--- config.mk ---
export PLATFORM = sky130hd
export DESIGN_NAME = mvt_front_flat
export DESIGN_NICKNAME = d
export VERILOG_FILES = /design/src/rtl/core/mvt_pkg.sv /design/src/rtl/core/mvt_if.sv /design/src/rtl/core/mvt_front.sv /design/src/flat_wrapper.sv
export SDC_FILE = /design/constraint.sdc
export NUM_CORES = 1
export LEC_CHECK = 0
export ABC_AREA = 0
export BUFFER_PORTS_ARGS = -buffer_cell sky130_fd_sc_hd__buf_4
export CAP_MARGIN = 20
export CORE_ASPECT_RATIO = 2
export CORE_MARGIN = 5
export CORE_UTILIZATION = 40
export CTS_CLUSTER_SIZE = 10
export DETAILED_ROUTE_END_ITERATION = 8
export SYNTH_ARGS = -nofsm -noshare
export SYNTH_HDL_FRONTEND = slang
export SYNTH_SLANG_ARGS = --single-unit
--- constraint.sdc ---
create_clock -name clk_i -period 7.9 [get_ports clk_i]
set_clock_uncertainty 0.1 [all_clocks]
set_input_delay 1.185 -clock clk_i [delete_from_list [all_inputs] [get_ports clk_i]]
set_output_delay 1.185 -clock clk_i [all_outputs]
set_load 0.02 [all_outputs]
--- src/rtl/core/mvt_pkg.sv ---
package mvt_pkg;

  // Element width of every vector and matrix entry (signed fixed point)
  localparam int unsigned DATA_W  = 32;
  localparam int unsigned DIM     = 4;
  localparam int unsigned ROW_W   = 2;
  localparam int unsigned PROD_W  = 2 * DATA_W;
  localparam int unsigned PAIR_W  = PROD_W + 1;
  localparam int unsigned SUM_W   = PROD_W + 2;

  // Input mode codes
  localparam logic MODE_LOAD  = 1'b0;
  localparam logic MODE_XFORM = 1'b1;

  typedef logic signed [DATA_W-1:0] data_t;

  // Operation tag attached by the front end
  typedef enum logic {
    OP_LOAD,
    OP_XFORM
  } op_e;

  // Queue word between front and back
  typedef struct packed {
    op_e              op;
    logic [ROW_W-1:0] row_index;
    data_t            in_x;
    data_t            in_y;
    data_t            in_z;
    data_t            in_w;
  } item_t;

endpackage

--- src/rtl/core/mvt_if.sv ---
// Input channel: one load or transform word
interface mvt_vec_if import mvt_pkg::*; ();
  logic        valid;
  logic        ready;
  logic        mode;
  logic [1:0]  row_index;
  data_t       in_x;
  data_t       in_y;
  data_t       in_z;
  data_t       in_w;

  modport source (output valid, mode, row_index, in_x, in_y, in_z, in_w, input ready);
  modport sink   (input valid, mode, row_index, in_x, in_y, in_z, in_w, output ready);
endinterface


--- src/rtl/core/mvt_front.sv ---
module mvt_front import mvt_pkg::*; #(
  parameter int unsigned QueueDepth = 4
) (
  input  logic      clk_i,
  input  logic      rst_ni,
  mvt_vec_if.sink   vec_i,
  output logic      head_valid_o,
  output item_t     head_o,
  input  logic      pop_i
);

  localparam int unsigned PtrW = (QueueDepth > 1) ? $clog2(QueueDepth) : 1;
  localparam int unsigned CntW = $clog2(QueueDepth + 1);

  item_t             queue_q [QueueDepth];
  logic [PtrW-1:0]   wr_ptr_q, wr_ptr_d;
  logic [PtrW-1:0]   rd_ptr_q, rd_ptr_d;
  logic [CntW-1:0]   count_q, count_d;
  logic              push;
  logic              pop;
  item_t             item_in;

  // Classify the incoming word
  always_comb begin
    item_in.op        = (vec_i.mode == MODE_XFORM) ? OP_XFORM : OP_LOAD;
    item_in.row_index = vec_i.row_index;
    item_in.in_x      = vec_i.in_x;
    item_in.in_y      = vec_i.in_y;
    item_in.in_z      = vec_i.in_z;
    item_in.in_w      = vec_i.in_w;
  end

  assign vec_i.ready  = (count_q != CntW'(QueueDepth));
  assign push         = vec_i.valid && vec_i.ready;
  assign head_valid_o = (count_q != '0);
  assign pop          = pop_i && head_valid_o;
  assign head_o       = queue_q[rd_ptr_q];

  // Pointer and fill bookkeeping
  always_comb begin
    wr_ptr_d = wr_ptr_q;
    rd_ptr_d = rd_ptr_q;
    count_d  = count_q;
    if (push) begin
      wr_ptr_d = (wr_ptr_q == PtrW'(QueueDepth - 1)) ? '0 : wr_ptr_q + 1'b1;
    end
    if (pop) begin
      rd_ptr_d = (rd_ptr_q == PtrW'(QueueDepth - 1)) ? '0 : rd_ptr_q + 1'b1;
    end
    if (push && !pop) begin
      count_d = count_q + 1'b1;
    end else if (pop && !push) begin
      count_d = count_q - 1'b1;
    end
  end

  always_ff @(posedge clk_i or negedge rst_ni) begin
    if (!rst_ni) begin
      wr_ptr_q <= '0;
      rd_ptr_q <= '0;
      count_q  <= '0;
    end else begin
      wr_ptr_q <= wr_ptr_d;
      rd_ptr_q <= rd_ptr_d;
      count_q  <= count_d;
    end
  end

  // Queue storage
  always_ff @(posedge clk_i) begin
    if (push) begin
      queue_q[wr_ptr_q] <= item_in;
    end
  end

endmodule

--- src/flat_wrapper.sv ---
// flat-port wrapper written by rule: the top's interface ports become plain ports
module mvt_front_flat import mvt_pkg::*;
#(
  parameter int unsigned QueueDepth = 4
)
  (clk_i, rst_ni, head_valid_o, head_o, pop_i, vec_i_valid, vec_i_mode, vec_i_row_index, vec_i_in_x, vec_i_in_y, vec_i_in_z, vec_i_in_w, vec_i_ready);
  mvt_vec_if vec_i_i ();
  input  logic clk_i;
  input  logic rst_ni;
  output logic head_valid_o;
  output item_t head_o;
  input  logic pop_i;
  input wire logic [$bits(vec_i_i.valid)-1:0] vec_i_valid;
  input wire logic [$bits(vec_i_i.mode)-1:0] vec_i_mode;
  input wire logic [$bits(vec_i_i.row_index)-1:0] vec_i_row_index;
  input wire logic [$bits(vec_i_i.in_x)-1:0] vec_i_in_x;
  input wire logic [$bits(vec_i_i.in_y)-1:0] vec_i_in_y;
  input wire logic [$bits(vec_i_i.in_z)-1:0] vec_i_in_z;
  input wire logic [$bits(vec_i_i.in_w)-1:0] vec_i_in_w;
  output wire logic [$bits(vec_i_i.ready)-1:0] vec_i_ready;
  assign vec_i_i.valid = vec_i_valid;
  assign vec_i_i.mode = vec_i_mode;
  assign vec_i_i.row_index = vec_i_row_index;
  assign vec_i_i.in_x = vec_i_in_x;
  assign vec_i_i.in_y = vec_i_in_y;
  assign vec_i_i.in_z = vec_i_in_z;
  assign vec_i_i.in_w = vec_i_in_w;
  assign vec_i_ready = vec_i_i.ready;
  mvt_front #(.QueueDepth(QueueDepth)) u_core (.clk_i(clk_i), .rst_ni(rst_ni), .vec_i(vec_i_i), .head_valid_o(head_valid_o), .head_o(head_o), .pop_i(pop_i));
endmodule
---- Word-level counts from Yosys, hierarchy flattened ----
Memory sizes are Yosys's and may differ from the RTL's.
Index checks and enable logic that the tools add are counted.
storage, ports and cells
  register bits ........................... 7
  RAM bits ................................ 524
  input bits .............................. 135
  output and inout port bits .............. 133
  word-level logic and storage cells ...... 26
  memories kept ........................... 1
cells by class
  $add $sub $neg .......................... 4
  equality and inequality tests ........... 3
  mux-type cells .......................... 7
  reductions and logical operators ........ 8
memories
  memory          words  width  read ports  clocked after memory_dff  write ports  line             text
  u_core.queue_q  4      131    1           0                         1            mvt_front.sv:15  item_t queue_q [QueueDepth];
operators with widths
  operator                                                             number
  3-bit two-way mux                                                    2
  2-bit by 1-bit adder with 2-bit output (second input constant)       2
  2-bit == test (second input constant)                                2
  1-bit logical AND                                                    4
  2-bit two-way mux                                                    2
  3-bit by 1-bit adder with 3-bit output (second input constant)       1
  1-bit two-way mux                                                    3
  3-bit != test (second input constant)                                1
  3-bit nonzero test                                                   1
  3-bit by 1-bit subtractor with 3-bit output (second input constant)  1
  1-bit zero test                                                      2
  2-bit nonzero test                                                   1

---- Depth between registers and ports, before layout ----
  depth in word-level cells ............... 6
  depth in mapped cells ................... 8
  gate-level depth less buffers ........... 8

---- Worst setup path before layout ----
Ideal clock, no wire load.
  kind .................................... input port to flip-flop
  from .................................... input port vec_i_valid
  to ...................................... memory u_core.queue_q[0][0] in the netlist's numbering (enable)
  data arrival time ....................... 4.587 ns
  path slack .............................. 2.707 ns
  cell stages on the path ................. 2
  path through ............................ a21boi_1 and2_1
on the way
  word-level cells in the longest chain between the ends .. 3
ends and longest elaborated chain
  item                                     line                text
  start: declaration                       flat_wrapper.sv:13  input wire logic [$bits(vec_i_i.valid)-1:0] vec_i_valid;
  1-bit logical AND                        mvt_front.sv:34     assign push = vec_i.valid && vec_i.ready;
  1-bit two-way mux                        mvt_front.sv:71     if (push) begin
  1-bit two-way mux (implied by the code)  mvt_front.sv:72     queue_q[wr_ptr_q] <= item_in;
  end: declaration                         mvt_front.sv:15
Every way passes these cells.

==> flow_summary.toml <==
[outcome]
status = "complete, no violations"

[power]
vdd_ir_drop_max_mv = 0.287
power-per-cell-area_nw_per_um2 = 397
p_leak_nw = 7.97

[timing]
finalSetupViolCount = 0
finalMaxSlewViolations = 0
slew_headroom_pct = 39.5
period_minus_slack_ns = 4.24
fin_crit_sh_pct = 53.7
hold_viol = 0
max_freq_mhz = 236
fin_tns_setup_ns = 0
grt_setup_unrepaired = "false"
worst_pin_slew_ns = 0.908

[global_route]
grt_pass1_wl_um = 58800
grtUsageTotal_pct = 14.8
antenna_found_initial = 3
grt_overflow = 0
grt_pass1_vias = 9536
grt_max_degree = 81

[clock_network]
cts_tree = "built"
clock_latency_ns = 0.59
clkTransAtPathRegs_ns = 0.06
cts_resized = 0
holdBufCountCts = 0
clock_sinks = 531
cts_buffers = 59
clock-root-buffer = "clkbuf_16"
postCtsSetupBuffers = 0
htreeDepth = 2
clk_path_buf_depth = 3

[logic_synthesis]
synthCells = 722
synthDominantCellAreaShare_pct = 81.5
yosysTopAreaCell = "edfxtp_1"
synthTopCellsByArea = "edfxtp_1 81%, mux4_2 15%, dfrtp_1 0.91%, buf_6 0.52%, buf_2 0.41%"
synth.avg_cell_area_sq_um = 26.8
syn_nets = 864
synth_area_sq_um = 19300
yosysUniqueCellTypes = 18
synth-seq-area-share_pct = 82.4
synth_seq_cells = 531
yosysWarnings = 0

[setup_path]
cp_slowest_cell = "dfrtp_4"
crit_type = "reg2out"
r2r_slack_ns = 4.90
max_stage_delay_ns = 0.81
crit_chain = "buf_12 -> mux4_2 -> buf_4"
r2r_start = "u_core.count_q[0]"
required_ns = 6.61
path_max_fanout = 80
ff2ff_path_depth = 4
cp-end-kind = "output port"
worstPathArrival_ns = 2.96
cpLargestDelayFamily = "flip-flops"
timing.critical_path.buf_inv = 2
start_kind = "register"
reg2reg_to = "u_core.queue_q[1][40]"

[die]
initial_core_util_pct = 40.2
die_area_sq_um = 53000
rows = 114
coreArea_sq_um = 48100
fp.dieW_um = 165
io_pins = 268
die_y_um = 321

[final_layout]
final_common_cell = "edfxtp_1"
fill_cells = 3856
final_cell_mix = "524 x edfxtp_1, 278 x buf_4, 131 x mux4_2, 61 x clkbuf_16, 25 x clkbuf_1"
num-nets-final = 1174
post_route_cells_drive_above_1_share_pct = 45.7
syn2layout_area_growth_pct = 22.6
fin_util_pct = 49.2

[route]
wirelength_um = 39400
viasPerCell = 5.06
vias = 8597
dr.pass1.iters = 4
wl_per_cell_um = 23.2
drc = 0
drt_iter0_drc = 553
antenna_left = 0

[placed_design]
hpwlAfterDp_um = 23700
portBuffers = 267
routabilityCongestion = 0.711

[min_path]
min_path_type = "in2async"

[job]
max-cap-violations = 0
## where the power goes
group / total (mW) / leakage, nW / switching (mW) / internal, mW
registers: 3.92 / 4.88 / 0.192 / 3.73
clock network: 2.37 / 0.786 / 0.979 / 1.39
logic: 3.10 / 2.30 / 1.74 / 1.36
## logic make-up (layout without fill, tap and decap cells)
| family | count (synthesis) | count (layout) | share of synthesized area (%) |
|---|---|---|---|
| AOI/OAI and AO/OA | 1 | 1 | 0.0389 |
| xor gates and xnor gates | 3 | 3 | 0.136 |
| adders and majority gates | 7 | 7 | 0.492 |
| buffers and inverters | 33 | 369 | 1.11 |
| DFF | 531 | 531 | 82.4 |
| muxes | 136 | 136 | 15.6 |
| other | 0 | 4 | 0 |
| and+or+nand+nor | 11 | 11 | 0.279 |
## synthesized netlist by cell type (all sizes together)
master,number
mux2,5
inv,3
edfxtp,524
nand2,2
fa,1
ha,6
clkbuf,4
nor2,4
xnor2,1
xor2,2
buf,26
a21boi,1
mux4,131
and2,4
dfrtp,7
or3,1
## area by class of cell
| cell class | instances | area, sq um | share of cell area [%] |
|---|---|---|---|
| diodes | 4 | 10.0 | 0.0423 |
| inverters | 3 | 11.3 | 0.0476 |
| clock inverters | 1 | 8.76 | 0.0370 |
| well taps | 638 | 798 | 3.37 |
| repair buffers | 279 | 2110 | 8.90 |
| clock buffers | 86 | 1620 | 6.84 |
| flip-flops and latches | 531 | 15900 | 67.2 |
| multi-input cells | 158 | 3200 | 13.5 |
## layer usage
layer / track usage [%] / wire [um]
met1: 20.4 / 16400
met2: 22.5 / 18200
met3: 5.27 / 4010
met4: 4.13 / 825
met5: 0 / 0
## worst max path at each step
stage / end / cells after the start / slack [ns] / start
after floorplan: u_core.queue_q[0][0] / 2 / 2.71 / vec_i_valid
after global placement: u_core.queue_q[0][41] / 4 / 4.10 / vec_i_valid
after detailed placement: u_core.queue_q[1][42] / 4 / 4.07 / vec_i_valid
after CTS: head_o[47] / 3 / 3.58 / u_core.rd_ptr_q[0]
after global routing: head_o[47] / 3 / 3.44 / u_core.rd_ptr_q[0]
final: head_o[35] / 3 / 3.66 / u_core.rd_ptr_q[0]
## worst register-to-register path, cell delays in order, from the launching register on
cell and delay, ns:
dfrtp_1 0.42, nor2_1 0.09, a21boi_1 0.53, and2_4 0.62, buf_4 0.80
## flip-flops by register name, indices dropped and copies added (netlist names)
name	count
u_core.queue_q	524
u_core.wr_ptr_q	2
u_core.rd_ptr_q	2
u_core.count_q	3
## stage by stage
stage          worst slack [ns]  total power, mW  hold slack (ns)  instance area (sq um)  std cells
6_report                   3.66             9.39            0.314                  23700       1700
5_1_grt                    3.44             9.85            0.285                  23700       1696
4_1_cts                    3.58             9.58            0.272                  23700       1696
3_5_place_dp               4.07             7.17            0.411                  22000       1609
3_3_place_gp               4.10             7.13            0.399                  22000       1609
2_1_floorplan              2.71             5.94            0.375                  19300        722
Power figures use the tool's default switching activity.
